### src/sv/cpa_pkg.sv
package cpa_pkg;

  localparam int CPA_UID_MAX_BYTES = 10;
  localparam int CPA_UID_FIELD_BYTES = 10;
  localparam int CPA_UID_BITS = 8 * CPA_UID_FIELD_BYTES;

  localparam int CPA_IN_TDATA_BITS = 120;
  localparam int CPA_OUT_TDATA_BITS = 8;
  localparam int CPA_APB_ADDR_BITS = 6;
  localparam int CPA_APB_DATA_BITS = 64;
  localparam int CPA_REG_INDEX_BITS = 3;

  localparam logic [CPA_REG_INDEX_BITS-1:0] REG_READER_OPERATIONAL = 3'd0;
  localparam logic [CPA_REG_INDEX_BITS-1:0] REG_AUTH_UID_LOW = 3'd1;
  localparam logic [CPA_REG_INDEX_BITS-1:0] REG_AUTH_UID_HIGH = 3'd2;
  localparam logic [CPA_REG_INDEX_BITS-1:0] REG_AUTH_UID_LENGTH = 3'd3;
  localparam logic [CPA_REG_INDEX_BITS-1:0] REG_GRACE_PERIOD = 3'd4;

  localparam logic [3:0] AUTH_UID_LENGTH_RESET = 4'd4;
  localparam logic [31:0] GRACE_PERIOD_RESET = 32'd1000;

  typedef struct packed {
    logic        reader_operational;
    logic [63:0] authorized_uid_low;
    logic [15:0] authorized_uid_high;
    logic [3:0]  auth_uid_len;
    logic [31:0] grace_period_ms;
  } cpa_cfg_t;

  typedef struct packed {
    logic [15:0] uid_high;
    logic [63:0] uid_low;
    logic [3:0]  uid_length;
    logic        detected;
    logic [31:0] now_ms;
  } cpa_item_t;

  typedef struct packed {
    logic credential_lost;
    logic auth_failed;
    logic auth_success;
    logic new_uid_seen;
    logic authorized_level;
  } cpa_result_t;

endpackage

### src/sv/cpa_regs.sv
module cpa_regs
  import cpa_pkg::*;
(
  input  logic                         clk_i,
  input  logic                         rst_ni,
  input  logic                         psel,
  input  logic                         penable,
  input  logic                         pwrite,
  input  logic [CPA_APB_ADDR_BITS-1:0] paddr,
  input  logic [CPA_APB_DATA_BITS-1:0] pwdata,
  output logic [CPA_APB_DATA_BITS-1:0] prdata,
  output logic                         pready,
  output cpa_cfg_t                     cfg_o
);

  cpa_cfg_t                      cfg_q;
  logic                          wr_en;
  logic [CPA_REG_INDEX_BITS-1:0] reg_idx;

  assign pready  = 1'b1;
  assign wr_en   = psel && penable && pwrite;
  assign reg_idx = paddr[CPA_APB_ADDR_BITS-1:CPA_APB_ADDR_BITS-CPA_REG_INDEX_BITS];
  assign cfg_o   = cfg_q;

  always_ff @(posedge clk_i or negedge rst_ni) begin
    if (!rst_ni) begin
      cfg_q.reader_operational  <= 1'b0;
      cfg_q.authorized_uid_low  <= '0;
      cfg_q.authorized_uid_high <= '0;
      cfg_q.auth_uid_len        <= AUTH_UID_LENGTH_RESET;
      cfg_q.grace_period_ms     <= GRACE_PERIOD_RESET;
    end else if (wr_en) begin
      unique case (reg_idx)
        REG_READER_OPERATIONAL: cfg_q.reader_operational <= pwdata[0];
        REG_AUTH_UID_LOW:       cfg_q.authorized_uid_low <= pwdata;
        REG_AUTH_UID_HIGH:      cfg_q.authorized_uid_high <= pwdata[15:0];
        REG_AUTH_UID_LENGTH:    cfg_q.auth_uid_len <= pwdata[3:0];
        REG_GRACE_PERIOD:       cfg_q.grace_period_ms <= pwdata[31:0];
        default: ;
      endcase
    end
  end

  always_comb begin
    unique case (reg_idx)
      REG_READER_OPERATIONAL: prdata = {63'd0, cfg_q.reader_operational};
      REG_AUTH_UID_LOW:       prdata = cfg_q.authorized_uid_low;
      REG_AUTH_UID_HIGH:      prdata = {48'd0, cfg_q.authorized_uid_high};
      REG_AUTH_UID_LENGTH:    prdata = {60'd0, cfg_q.auth_uid_len};
      REG_GRACE_PERIOD:       prdata = {32'd0, cfg_q.grace_period_ms};
      default:                prdata = '0;
    endcase
  end

endmodule

### src/sv/cpa_core.sv
module cpa_core
  import cpa_pkg::*;
#(
  parameter int UID_MAX_BYTES = CPA_UID_MAX_BYTES
) (
  input  logic        clk_i,
  input  logic        rst_ni,
  input  cpa_cfg_t    cfg_i,
  input  cpa_item_t   item_i,
  input  logic        update_i,
  output cpa_result_t result_o
);

  localparam logic [3:0] MaxLen = 4'(UID_MAX_BYTES);

  logic                              is_auth_q, is_auth_d;
  logic                              observed_q, observed_d;
  logic                              atv_q, atv_d;
  logic [31:0]                       auth_time_q, auth_time_d;
  logic [31:0]                       seen_time_q, seen_time_d;
  logic [UID_MAX_BYTES-1:0][7:0]     rem_uid_q, rem_uid_d;
  logic [3:0]                        rem_len_q, rem_len_d;

  logic [CPA_UID_BITS-1:0] uid_all;
  logic [CPA_UID_BITS-1:0] auth_all;
  logic                    card_valid;
  logic                    match_rem;
  logic                    match_auth;
  logic                    fresh;
  logic [31:0]             seen_age;
  logic [31:0]             auth_age;

  assign uid_all    = {item_i.uid_high, item_i.uid_low};
  assign auth_all   = {cfg_i.authorized_uid_high, cfg_i.authorized_uid_low};
  assign card_valid = item_i.detected && (item_i.uid_length != 4'd0)
                      && (item_i.uid_length <= MaxLen);
  assign seen_age   = item_i.now_ms - seen_time_q;
  assign auth_age   = item_i.now_ms - auth_time_q;
  assign fresh      = !observed_q || !match_rem;

  always_comb begin
    match_rem  = (item_i.uid_length == rem_len_q);
    match_auth = (item_i.uid_length == cfg_i.auth_uid_len);
    for (int i = 0; i < UID_MAX_BYTES; i++) begin
      if (4'(i) < item_i.uid_length) begin
        if (uid_all[8*i +: 8] != rem_uid_q[i]) match_rem = 1'b0;
        if (uid_all[8*i +: 8] != auth_all[8*i +: 8]) match_auth = 1'b0;
      end
    end
  end

  always_comb begin
    is_auth_d   = is_auth_q;
    observed_d  = observed_q;
    atv_d       = atv_q;
    auth_time_d = auth_time_q;
    seen_time_d = seen_time_q;
    rem_uid_d   = rem_uid_q;
    rem_len_d   = rem_len_q;
    result_o    = '0;
    if (!cfg_i.reader_operational) begin
      is_auth_d = 1'b0;
    end else if (card_valid) begin
      observed_d  = 1'b1;
      seen_time_d = item_i.now_ms;
      if (fresh) begin
        rem_len_d             = item_i.uid_length;
        result_o.new_uid_seen = 1'b1;
        for (int i = 0; i < UID_MAX_BYTES; i++) begin
          if (4'(i) < item_i.uid_length) rem_uid_d[i] = uid_all[8*i +: 8];
        end
      end
      if (match_auth) begin
        auth_time_d = item_i.now_ms;
        atv_d       = 1'b1;
        if (!is_auth_q) begin
          is_auth_d             = 1'b1;
          result_o.auth_success = 1'b1;
        end
      end else begin
        is_auth_d            = 1'b0;
        atv_d                = 1'b0;
        result_o.auth_failed = fresh || is_auth_q;
      end
    end else begin
      if (observed_q && (seen_age >= cfg_i.grace_period_ms)) begin
        observed_d = 1'b0;
        rem_len_d  = 4'd0;
      end
      if (is_auth_q && atv_q && (auth_age >= cfg_i.grace_period_ms)) begin
        is_auth_d                = 1'b0;
        atv_d                    = 1'b0;
        result_o.credential_lost = 1'b1;
      end
    end
    result_o.authorized_level = cfg_i.reader_operational && is_auth_d;
  end

  always_ff @(posedge clk_i or negedge rst_ni) begin
    if (!rst_ni) begin
      is_auth_q   <= 1'b0;
      observed_q  <= 1'b0;
      atv_q       <= 1'b0;
      auth_time_q <= '0;
      seen_time_q <= '0;
      rem_uid_q   <= '0;
      rem_len_q   <= '0;
    end else if (update_i) begin
      is_auth_q   <= is_auth_d;
      observed_q  <= observed_d;
      atv_q       <= atv_d;
      auth_time_q <= auth_time_d;
      seen_time_q <= seen_time_d;
      rem_uid_q   <= rem_uid_d;
      rem_len_q   <= rem_len_d;
    end
  end

endmodule

### src/sv/credential_presence_authorizer.sv
// Pipeline: input register, then single-pass compare and flag update into the
// result register, each stage advancing when downstream frees. Throughput: one
// poll per cycle while m_axis_tready_i keeps the result register draining.
// Reset: rst_ni async active low; clears pipeline valids, presence/auth state,
// remembered UID, and loads register defaults (length 4, grace 1000 ms).
module credential_presence_authorizer
  import cpa_pkg::*;
#(
  parameter int UID_MAX_BYTES = CPA_UID_MAX_BYTES
) (
  input  logic                          clk_i,
  input  logic                          rst_ni,
  input  logic                          s_axis_tvalid_i,
  output logic                          s_axis_tready_o,
  // now_ms[31:0], detected[32], uid_length[36:33], uid_low[100:37],
  // uid_high[116:101], unused [119:117]
  input  logic [CPA_IN_TDATA_BITS-1:0]  s_axis_tdata_i,
  output logic                          m_axis_tvalid_o,
  input  logic                          m_axis_tready_i,
  // authorized_level[0], new_uid_seen[1], auth_success[2], auth_failed[3],
  // credential_lost[4], zero fill [7:5]
  output logic [CPA_OUT_TDATA_BITS-1:0] m_axis_tdata_o,
  input  logic                          psel,
  input  logic                          penable,
  input  logic                          pwrite,
  input  logic [CPA_APB_ADDR_BITS-1:0]  paddr,
  input  logic [CPA_APB_DATA_BITS-1:0]  pwdata,
  output logic [CPA_APB_DATA_BITS-1:0]  prdata,
  output logic                          pready
);

  cpa_cfg_t    cfg;
  cpa_item_t   in_item_q;
  logic        in_valid_q, in_valid_d;
  cpa_result_t result;
  cpa_result_t out_res_q;
  logic        out_valid_q, out_valid_d;
  logic        advance;
  logic        fire;
  logic        s_accept;

  cpa_regs u_regs (
    .clk_i   (clk_i),
    .rst_ni  (rst_ni),
    .psel    (psel),
    .penable (penable),
    .pwrite  (pwrite),
    .paddr   (paddr),
    .pwdata  (pwdata),
    .prdata  (prdata),
    .pready  (pready),
    .cfg_o   (cfg)
  );

  cpa_core #(
    .UID_MAX_BYTES (UID_MAX_BYTES)
  ) u_core (
    .clk_i    (clk_i),
    .rst_ni   (rst_ni),
    .cfg_i    (cfg),
    .item_i   (in_item_q),
    .update_i (fire),
    .result_o (result)
  );

  assign advance         = !out_valid_q || m_axis_tready_i;
  assign fire            = in_valid_q && advance;
  assign s_axis_tready_o = !in_valid_q || advance;
  assign s_accept        = s_axis_tvalid_i && s_axis_tready_o;

  assign in_valid_d  = s_accept ? 1'b1 : (fire ? 1'b0 : in_valid_q);
  assign out_valid_d = fire ? 1'b1 : (m_axis_tready_i ? 1'b0 : out_valid_q);

  always_ff @(posedge clk_i or negedge rst_ni) begin
    if (!rst_ni) begin
      in_valid_q  <= 1'b0;
      out_valid_q <= 1'b0;
    end else begin
      in_valid_q  <= in_valid_d;
      out_valid_q <= out_valid_d;
    end
  end

  always_ff @(posedge clk_i) begin
    if (s_accept) begin
      in_item_q <= cpa_item_t'(s_axis_tdata_i[$bits(cpa_item_t)-1:0]);
    end
    if (fire) begin
      out_res_q <= result;
    end
  end

  assign m_axis_tvalid_o = out_valid_q;
  assign m_axis_tdata_o  = {{(CPA_OUT_TDATA_BITS - $bits(cpa_result_t)){1'b0}}, out_res_q};

endmodule

### config.mk
export PLATFORM = sky130hd
export DESIGN_NAME = credential_presence_authorizer
export DESIGN_NICKNAME = d
export VERILOG_FILES = /design/src/sv/cpa_pkg.sv /design/src/sv/cpa_regs.sv /design/src/sv/cpa_core.sv /design/src/sv/credential_presence_authorizer.sv
export SDC_FILE = /design/constraint.sdc
export NUM_CORES = 1
export LEC_CHECK = 0
export ABC_AREA = 1
export BUFFER_PORTS_ARGS = -buffer_cell sky130_fd_sc_hd__buf_4
export CAP_MARGIN = 20
export CORE_MARGIN = 4
export CORE_UTILIZATION = 55
export CTS_BUF_LIST = sky130_fd_sc_hd__clkbuf_4 sky130_fd_sc_hd__clkbuf_8
export CTS_CLUSTER_DIAMETER = 60
export CTS_CLUSTER_SIZE = 10
export DETAILED_ROUTE_END_ITERATION = 8
export PLACE_DENSITY_LB_ADDON = 0.25
export SYNTH_ARGS = -nofsm -noshare
export SYNTH_HDL_FRONTEND = slang
export SYNTH_HIERARCHICAL = 1
export SYNTH_SLANG_ARGS = --single-unit
### constraint.sdc
create_clock -name clk_i -period 6.9 [get_ports clk_i]
set_input_delay 1.38 -clock clk_i [delete_from_list [all_inputs] [get_ports clk_i]]
set_output_delay 1.38 -clock clk_i [all_outputs]
set_load 0.005 [all_outputs]
==> qor.yml, run 1 <==
drt:
  drc: 0
  ant_nets: 0
  num_vias: 19949
  first_iter_violations: 1666
  routed_wl_um: 65800
  avgRoutedWirePerCell_um: 18.0
  vias_per_cell: 5.46
  drt_pass1_iterations: 5
global_route:
  grt_max_degree: 181
  overflow: 0
  grt.total_usage_pct: 28.5
  antenna_found_initial: 3
  grt_pass1_wl_um: 103000
  first_global_vias: 19622
cells_and_area:
  final_cell_area_um2: 26400
  layout.nets: 3403
  finalCoreUtilization_pct: 63.9
  fill_cells: 3500
  drive_above_1_share_pct: 14.3
  syn_to_final_growth_pct: 13.7
  fin_cells: 3651
logic_synthesis:
  yosysWarnings: 6
  ys_seq_elements: 392
  synth_top_area_cell: "dfrtp_1"
  ys_async_sr_fraction_pct: 68.9
  synth_area_um2: 23200
  synth-main-ff-cell: "dfrtp_1"
  synth_common_cells: "784 x nand2_1, 384 x inv_1, 263 x dfrtp_1, 186 x nor2_1, 144 x o21ai_0"
  netlist.area_leader.share_pct: 28.4
  synth_cells: 2841
  synth_cell_types: 52
  synth_edf_count: 122
  synth_most_common_cell: "nand2_1"
  ys_seq_area_share_pct: 44.9
  syn_avg_cell_area_um2: 8.17
  synth.area.top_cells: "dfrtp_1 28%, edfxtp_1 16%, nand2_1 13%"
cts:
  cts_buffers: 48
  ctsResizeCount: 0
  holdBufCountCts: 0
  cts_buffer_depth: 3
  cts_root_buf: "clkbuf_8"
  postCtsSetupBuffers: 0
  cts_tree: "yes"
  clock_sinks: 392
  clk_pin_slew_ns: 0.08
  clock_latency_ns: 0.67
  ctsHtreeMaxLevel: 2
setup_path:
  path_max_fanout: 34
  r2r-start: "in_item_q[2]$_DFFE_PP_"
  end_kind: "output pin"
  regToRegSetupSlack_ns: 2.53
  required_ns: 5.52
  arrival_ns: 3.14
  rr_endpoint: "m_axis_tdata_o[0]$_DFFE_PP_"
  rr_worst_depth: 19
  worstSetupStartpointType: "input pin"
  crit_type: "in2out"
floorplan:
  core_area_um2: 41300
  start_util_pct: 56.2
  dieArea_um2: 45500
  die_h_um: 213
  die_w_um: 213
  ios: 272
  rows: 74
sta:
  relSlewSlack_pct: 25.6
  fin_setup_tns_ns: 0
  setup_viol: 0
  worst_pin_slew_ns: 1.11
  finClkSkew_ns: 0.0421
  period_minus_slack_ns: 4.52
  fin_crit_sh_pct: 65.5
  rsz0062_at_grt: "no"
  fmax_mhz: 221
  hold_viol: 0
  final_max_slew_viol_count: 0
power:
  p_per_area_nw_per_um2: 300
  p_int_uw: 4890
  p_clk_share_pct: 21.9
  power_frac_comb_pct: 37.4
  ir_worst_vdd_uv: 169
  swShare_pct: 38.2
  p_seq_share_pct: 40.7
  power.net_switching_uw: 3020
  leakage_uw: 0.0130
placement:
  dpl_cell_area_um2: 25400
  dpl.hpwl_um: 50100
  portBuffers: 261
  post-place-cells: 3560
  gp_congestion: 0.980
flow_run:
  cap_violations: 0
status:
  status: "finished, final reports clean"
worst_hold_path:
  hold_class: "reg2reg"
  worstHoldStart: "u_core/atv_q$_DFFE_PN0P_"
  hold_end: "u_core/atv_q$_DFFE_PN0P_"
  whs_path_depth: 2
sequential cells by signal (all words and copies together) (netlist names), 4 cells and up:
name / cells
in_item_q: 117
m_axis_tdata_o: 5
u_core/auth_time_q: 32
u_core/rem_len_q: 4
u_core/rem_uid_q: 80
u_core/seen_time_q: 32
u_regs/cfg_o: 117
area by class of cell:
type	count	area, um2	share of cell area, %
multi-input cells	1970	10700	40.7
clock inverters	9	72.6	0.275
diodes	3	7.51	0.0285
well taps	532	666	2.52
inverters	394	1480	5.62
flip-flops and latches	392	10400	39.5
repair buffers	272	2070	7.87
clock buffers	79	906	3.44
how the worst max path moves through the flow:
| stage | from | endpoint | slack [ns] |
|---|---|---|---|
| 2_1_floorplan | m_axis_tready_i | in_item_q[0]$_DFFE_PP_ | 2.64 |
| 3_3_place_gp | paddr[3] | prdata[15] | 2.44 |
| 3_5_place_dp | paddr[3] | prdata[12] | 2.42 |
| 4_1_cts | paddr[3] | prdata[12] | 2.43 |
| 5_1_grt | paddr[3] | prdata[12] | 2.23 |
| 6_report | paddr[4] | prdata[12] | 2.38 |
power by group through the flow:
stage          sequential (uW)  combinational [uW]  clock [uW]
3_5_place_dp              3250                2910           0
2_1_floorplan             3140                2110           0
4_1_cts                   3210                2930        1770
5_1_grt                   3260                3350        1870
6_report                  3210                2960        1730
3_3_place_gp              3230                2810           0
through the flow:
stage / worst slack (ns) / hold slack, ns / power [uW]
after floorplan: 2.64 / 0.442 / 5250
after global placement: 2.44 / 0.460 / 6040
after detailed placement: 2.42 / 0.464 / 6160
after CTS: 2.43 / 0.482 / 7910
after global routing: 2.23 / 0.487 / 8480
final: 2.38 / 0.481 / 7900
logic make-up after synthesis:
family | after synthesis | share of synthesized area [%]
compound gates | 415 | 9.63
simple gates | 1258 | 23.3
flops | 392 | 44.9
buf+inv | 481 | 8.87
fa+ha+maj | 128 | 6.97
xor+xnor | 165 | 6.23
other cells | 2 | 0.0324
routing by layer:
metal / track usage, % / part of all wire (%) / vias to the layer above
met5: 0 / 0 / -
met4: 12.4 / 4.8 / 0
met3: 4.29 / 6.3 / 158
met2: 47.5 / 48 / 697
met1: 37.5 / 41 / 9427
li1: - / - / 9667
cell usage in the layout, fill, tap and decap left out, types with 25 or more instances in the layout:
master,count
a21oi_1,126
buf_4,269
clkbuf_4,29
clkbuf_8,50
dfrtp_1,263
edfxtp_1,122
ha_1,126
inv_1,383
nand2_1,784
nand3_1,86
nand4_1,110
nor2_1,186
nor3_1,25
o21ai_0,144
o21ai_1,79
or2_2,27
xnor2_1,90
xor2_1,75
worst max-delay path, cell delays in order:
cell     delay [ns]
buf_4          0.17
nor2_4         0.18
nand2_2        0.45
inv_1          0.51
nand2_1        0.10
nand3_1        0.18
buf_4          0.15
Power figures use the tool's default switching activity.
==> run 2, diff against run 1 <==
==> constraint.sdc (replaced) <==
create_clock -name clk_i -period 3.7 [get_ports clk_i]
set_input_delay 0.74 -clock clk_i [delete_from_list [all_inputs] [get_ports clk_i]]
set_output_delay 0.74 -clock clk_i [all_outputs]
set_load 0.005 [all_outputs]
==> run 2 against run 1 <==
  * Clock skew up 0.015 ns
  * Final area up 7.2%
  * Sequential power up 86%
  * Wire length up 3.9%
  * Total power up 100%
  * First-iteration DRC count down 4.9%
  * Largest cell class unchanged
==> qor.yml, run 2 (synthesis gave the netlist of run 1 again) <==
sta:
  period_minus_slack_ns: 3.62
  final_max_slew_viol_count: 0  # unchanged
  hold_viol: 0  # unchanged
  worst_pin_slew_ns: 0.788  # -0.325 ns
  finalWorstSetupSlack_ns: 0.0848  # -2.30 ns
  setup_viol: 0  # unchanged
  fin_crit_sh_pct: 97.7
  relSlewSlack_pct: 47.5  # +22 points
  fmax_mhz: 277
  finClkSkew_ns: 0.0569  # +0.0148 ns
drt:
  drc: 0  # unchanged
  avgRoutedWirePerCell_um: 18.0  # about the same
  num_vias: 20713  # +3.8%
  drt_pass1_iterations: 5  # unchanged
  ant_nets: 0  # unchanged
  vias_per_cell: 5.46  # -0.14%
  routed_wl_um: 68400  # +3.9%
  first_iter_violations: 1585  # -4.9%
cells_and_area:
  final_cell_mix: "761 x nand2_1, 408 x buf_4, 374 x inv_1, 263 x dfrtp_1, 178 x nor2_1"
  final_common_cell: "nand2_1"
  drive_above_1_share_pct: 22.0  # +7.7 points
  fin_cells: 3796  # +4.0%
  layout.nets: 3550  # +4.3%
  regArea_um2: 10400  # unchanged
  syn_to_final_growth_pct: 21.8
  finalCoreUtilization_pct: 68.4  # +4.6 points
  fill_cells: 3311  # -5.4%
  multi_input_area_um2: 11400  # +6.1%
  final_cell_area_um2: 28300  # +7.2%
setup_path:
  path_max_fanout: 4  # -88%
  regToRegSetupSlack_ns: 0.08  # -2.45 ns
  rr_worst_depth: 20  # +1
  critPathBufInv: 2  # -1
  critical_path.slowest_cell: "edfxtp_1"
  required_ns: 4.10  # -1.42 ns
  path_depth: 20  # +13
  end_kind: "register"
  crit_type: "reg2reg"
  max_stage_delay_ns: 0.43  # -0.08 ns
  arrival_ns: 4.01  # +0.87 ns
  cp_top_family: "simple AND/OR/NAND/NOR gates"
  cpMostUsedCell: "nand2_2"
  worstSetupStartpointType: "register"
  path_cells: "ha_1 > a21oi_1 > nand2_1 > a21oi_2 > o21ai_1 > buf_4 > nand3_1 > nand3_1 > xor2_1 > ha_1 > nand2_1 > nor2_2 > nand2_2 > nor4_2 > buf_4 > nand4_1 > nand3_2 > nand2_2 > nand2_2 > nand2_2"
floorplan:
  die_h_um: 213  # unchanged
  dieArea_um2: 45500  # unchanged
  start_util_pct: 56.2  # unchanged
  die_w_um: 213  # unchanged
  rows: 74  # unchanged
  core_area_um2: 41300  # unchanged
  ios: 272  # unchanged
global_route:
  antenna_found_initial: 2  # -1
  first_global_vias: 20499  # +4.5%
  grt_pass1_wl_um: 106000  # +3.4%
  grt_max_degree: 92  # -49%
  overflow: 0  # unchanged
  grt.total_usage_pct: 29.4  # +0.90 points
cts:
  clock_latency_ns: 0.65  # -0.02 ns
  cts_tree: "yes"
  clock_sinks: 392  # unchanged
  holdBufCountCts: 0  # unchanged
  cts_buffers: 48  # unchanged
  ctsHtreeMaxLevel: 2  # unchanged
  clk_pin_slew_ns: 0.07  # about the same
  cts_buffer_depth: 3  # unchanged
  cts_root_buf: "clkbuf_8"
placement:
  post-place-cells: 3682  # +3.4%
  portBuffers: 261  # unchanged
  place_ws_ns: -0.287  # -2.70 ns
  dpl_cell_area_um2: 26400  # +4.0%
  gp_congestion: 0.970  # -1.0%
  dpl.hpwl_um: 52500  # +4.8%
status:
  status: "finished, final reports clean"
flow_run:
  cap_violations: 0  # unchanged
power:
  finalPower_uw: 15800  # +100%
  leakage_uw: 0.0138  # +6.5%
  p_per_area_nw_per_um2: 560  # +87%
  ir_worst_vdd_uv: 333  # +97%
worst_hold_path:
  hold_class: "in2async"
## run 2: cell types whose count changed in the layout (fill, tap and decap cells not counted), moves of 16 or more
cell     previous run  this run
nand2_1           784       761
buf_4             269       408
ha_1              126       105
a21oi_2             0        29
a21oi_1           126        97
nand2_2             2        22
ha_4                0        16
## run 2: repair_timing
item,in CTS,in global routing
gates resized for setup,25,132
pin swaps,3,46
gates cloned,0,0
setup buffers,1,24
endpoints found under the hold margin,0,0
endpoints found under the setup margin,9,9
## run 2: worst paths after layout
kind / to / startpoint
max in group asynchronous: u_regs/cfg_o[108]$_DFFE_PN0P_ / rst_ni
min in group clk_i: in_item_q[47]$_DFFE_PP_ / s_axis_tdata_i[47]
hold reg to reg: u_core/auth_time_q[23]$_DFFE_PN0P_ / u_core/auth_time_q[23]$_DFFE_PN0P_
setup reg to reg: m_axis_tdata_o[0]$_DFFE_PP_ / in_item_q[5]$_DFFE_PP_
hold / removal: u_regs/cfg_o[77]$_DFFE_PN0P_ / rst_ni
setup / recovery: m_axis_tdata_o[0]$_DFFE_PP_ / in_item_q[5]$_DFFE_PP_
## run 2: stage by stage
| stage | TNS, ns | hold WS [ns] |
|---|---|---|
| 2_1_floorplan | 0 | 0.442 |
| 3_3_place_gp | -0.773 | 0.460 |
| 3_5_place_dp | -1.52 | 0.474 |
| 4_1_cts | 0 | 0.0782 |
| 5_1_grt | -0.434 | 0.104 |
| 6_report | 0 | 0.0654 |
## run 2: layout make-up
type	instances	share of cell area [%]
multi-input combinational	1970	40.3
clock inverter	9	0.425
antenna	1	0.00886
clock buffer	79	3.18
sequential	392	36.9
inverter	394	5.24
tap	532	2.36
timing repair buffer	419	11.6
## run 2: routing by layer
| metal | GRT usage (%) | part of all wire [%] | up-vias |
|---|---|---|---|
| met5 | 0 | 0.029 | - |
| li1 | - | - | 9977 |
| met1 | 38.4 | 41 | 9889 |
| met2 | 50.1 | 49 | 708 |
| met3 | 3.75 | 6.3 | 137 |
| met4 | 12.4 | 4.3 | 2 |
## run 2: where the power goes
part	switching (uW)	internal, uW
clock	1630	1690
combinational	3700	2830
sequential	638	5340
==> run 3, diff against run 2 <==
--- a/config.mk
+++ b/config.mk
@@ -8,8 +8,10 @@
 export ABC_AREA = 1
 export BUFFER_PORTS_ARGS = -buffer_cell sky130_fd_sc_hd__buf_4
 export CAP_MARGIN = 20
+export CELL_PAD_IN_SITES_DETAIL_PLACEMENT = 1
+export CELL_PAD_IN_SITES_GLOBAL_PLACEMENT = 1
 export CORE_MARGIN = 4
-export CORE_UTILIZATION = 55
+export CORE_UTILIZATION = 41
 export CTS_BUF_LIST = sky130_fd_sc_hd__clkbuf_4 sky130_fd_sc_hd__clkbuf_8
 export CTS_CLUSTER_DIAMETER = 60
 export CTS_CLUSTER_SIZE = 10
==> run 3 against run 2 <==
  * The run now ends with setup timing left
  * Die area increased by 33%
  * Worst setup slack got worse by 0.21 ns
  * Critical path depth increased by 3
  * Critical endpoint unchanged
  * Largest cell class unchanged
==> qor.yml, run 3 (synthesis gave the netlist of run 1 again) <==
status:
  status: "finished with violations"
  failed_checks: "setup timing"
cts:
  clk_pin_slew_ns: 0.08  # about the same
  ctsHtreeMaxLevel: 2  # unchanged
  clock_sinks: 392  # unchanged
  cts_tree: "yes"
  cts_buffer_depth: 3  # unchanged
  clock_latency_ns: 0.66  # about the same
  cts_root_buf: "clkbuf_8"
  cts_buffers: 49  # +2.1%
power:
  leakage_uw: 0.0142  # +2.8%
  p_per_area_nw_per_um2: 561  # +0.19%
  ir_worst_vdd_uv: 334  # +0.13%
  finalPower_uw: 16400  # +3.3%
sta:
  finClkSkew_ns: 0.0244  # -0.0324 ns
  setup_viol: 4  # +4
  finalWorstSetupSlack_ns: -0.128  # -0.213 ns
  final_max_slew_viol_count: 0  # unchanged
  fin_crit_sh_pct: 103  # +5.8 points
  hold_viol: 0  # unchanged
  hold_slack_ns: 0.249  # +0.184 ns
  fin_setup_tns_ns: -0.398  # -0.398 ns
  period_minus_slack_ns: 3.83  # +0.213 ns
  fmax_mhz: 261  # -5.6%
  rsz0062_at_grt: "yes"
  relSlewSlack_pct: 43.0  # -4.5 points
  worst_pin_slew_ns: 0.855  # +0.0669 ns
drt:
  ant_nets: 0  # unchanged
  drt_pass1_iterations: 5  # unchanged
  first_iter_violations: 1029  # -35%
  vias_per_cell: 5.19  # -4.9%
  routed_wl_um: 81400  # +19%
  avgRoutedWirePerCell_um: 19.9  # +11%
  num_vias: 21205  # +2.4%
  drc: 0  # unchanged
global_route:
  grt.total_usage_pct: 26.3  # -3.2 points
  overflow: 0  # unchanged
  grt_max_degree: 75  # -18%
  first_global_vias: 23080  # +13%
  grt_pass1_wl_um: 125000  # +18%
  antenna_found_initial: 2  # unchanged
floorplan:
  die_w_um: 246  # +15%
  rows: 86  # +16%
  ios: 272  # unchanged
  core_area_um2: 55500  # +34%
  die_h_um: 246  # +15%
  start_util_pct: 41.8  # -14 points
  dieArea_um2: 60500  # +33%
placement:
  dpl.hpwl_um: 62100  # +18%
  place_ws_ns: -0.489  # -0.202 ns
  dpl_cell_area_um2: 27100  # +2.8%
  portBuffers: 261  # unchanged
  gp_congestion: 0.935  # -3.6%
worst_hold_path:
  hold_class: "in2reg"
setup_path:
  crit_type: "reg2reg"
  end_kind: "register"
  required_ns: 4.09  # about the same
  arrival_ns: 4.22  # +0.21 ns
  path_max_fanout: 3  # -1
  worstSetupStartpointType: "register"
cells_and_area:
  final_common_cell: "nand2_1"
  drive_above_1_share_pct: 23.8  # +1.8 points
  syn_to_final_growth_pct: 25.6
  final_cell_area_um2: 29100  # +3.1%
  final_cell_mix: "757 x nand2_1, 474 x buf_4, 375 x inv_1, 263 x dfrtp_1, 175 x nor2_1"
  layout.nets: 3621  # +2.0%
flow_run:
  cap_violations: 0  # unchanged
## run 3: cell count changes in the layout (fill, tap and decap cells not counted), moves of 3 or more
cell      delta
buf_4       +66
nand3_2      -6
nor2_2       +5
inv_6        +4
nand2_1      -4
nand2_2      +4
nand3_1      +4
o21ai_2      +4
buf_6        +3
clkbuf_8     +3
ha_1         +3
nor2_1       -3
## run 3: final timing paths
path | start | end | slack [ns] | cells after the start
worst min register to register | u_core/rem_uid_q[62]$_DFFE_PN0P_ | u_core/rem_uid_q[62]$_DFFE_PN0P_ | 0.50 | 2
min in group asynchronous | rst_ni | u_regs/cfg_o[78]$_DFFE_PN0P_ | 0.61 | 2
worst max-delay path | in_item_q[3]$_DFFE_PP_ | m_axis_tdata_o[0]$_DFFE_PP_ | -0.13 | 23
worst max register to register | in_item_q[3]$_DFFE_PP_ | m_axis_tdata_o[0]$_DFFE_PP_ | -0.13 | 23
worst min-delay path | s_axis_tdata_i[66] | in_item_q[66]$_DFFE_PP_ | 0.25 | 1
max in group asynchronous | rst_ni | u_core/rem_uid_q[69]$_DFFE_PN0P_ | 2.09 | 3
## run 3: area by class of cell
class	instances	area (um2)
Timing Repair Buffer	489	3810
Sequential cell	392	10400
Inverter	394	1480
Fill cell	6769	26400
Tap cell	748	936
Clock buffer	82	941
Multi-Input combinational cell	1970	11400
Antenna cell	2	5.00
Clock inverter	9	146
## run 3: layer usage
metal | vias up | wire, um | GRT usage (%)
li1 | 10108 | - | -
met1 | 10514 | 33200 | 31.7
met2 | 438 | 41600 | 47.8
met3 | 145 | 3350 | 3.66
met4 | 0 | 3270 | 9.66
met5 | - | 0 | 0
## run 3: timing repair
action                     4_1_cts  5_1_grt
pin swaps                       25       41
setup endpoints to repair        9        9
hold buffers                     1        0
setup buffers                   11       19
hold endpoints to repair         5        0
gates resized for setup         60      106
## run 3: critical path, stage by stage, from the launching register on
cell and delay, ns:
edfxtp_1 0.42, ha_1 0.31, buf_4 0.15, nand2_2 0.08
o21ai_0 0.13, a21oi_1 0.26, o21ai_1 0.14, nand2_1 0.14
nand3_4 0.11, nand3_1 0.11, nand3_1 0.07, nand2_1 0.08
nand2_2 0.11, ha_4 0.29, nand2_1 0.06, nor2_2 0.10
nand2_2 0.09, nor4_4 0.27, buf_4 0.17, nand4_1 0.10
nand3_2 0.15, nand2_4 0.08, nand2_2 0.07, nand2_2 0.06
## run 3: where the power goes
part           switching [uW]  internal, uW  leakage [uW]  total, uW
logic                    3950          2830       0.00906       6780
registers                 647          5340       0.00455       5990
clock network            1750          1830      0.000583       3580
total                    6350         10000        0.0142      16400
## run 3: stage by stage
stage	util, %	instances
2_1_floorplan	-	2843
3_3_place_gp	48.9	3962
3_5_place_dp	48.9	3962
4_1_cts	51.4	4065
5_1_grt	52.5	4086
6_report	52.5	4086
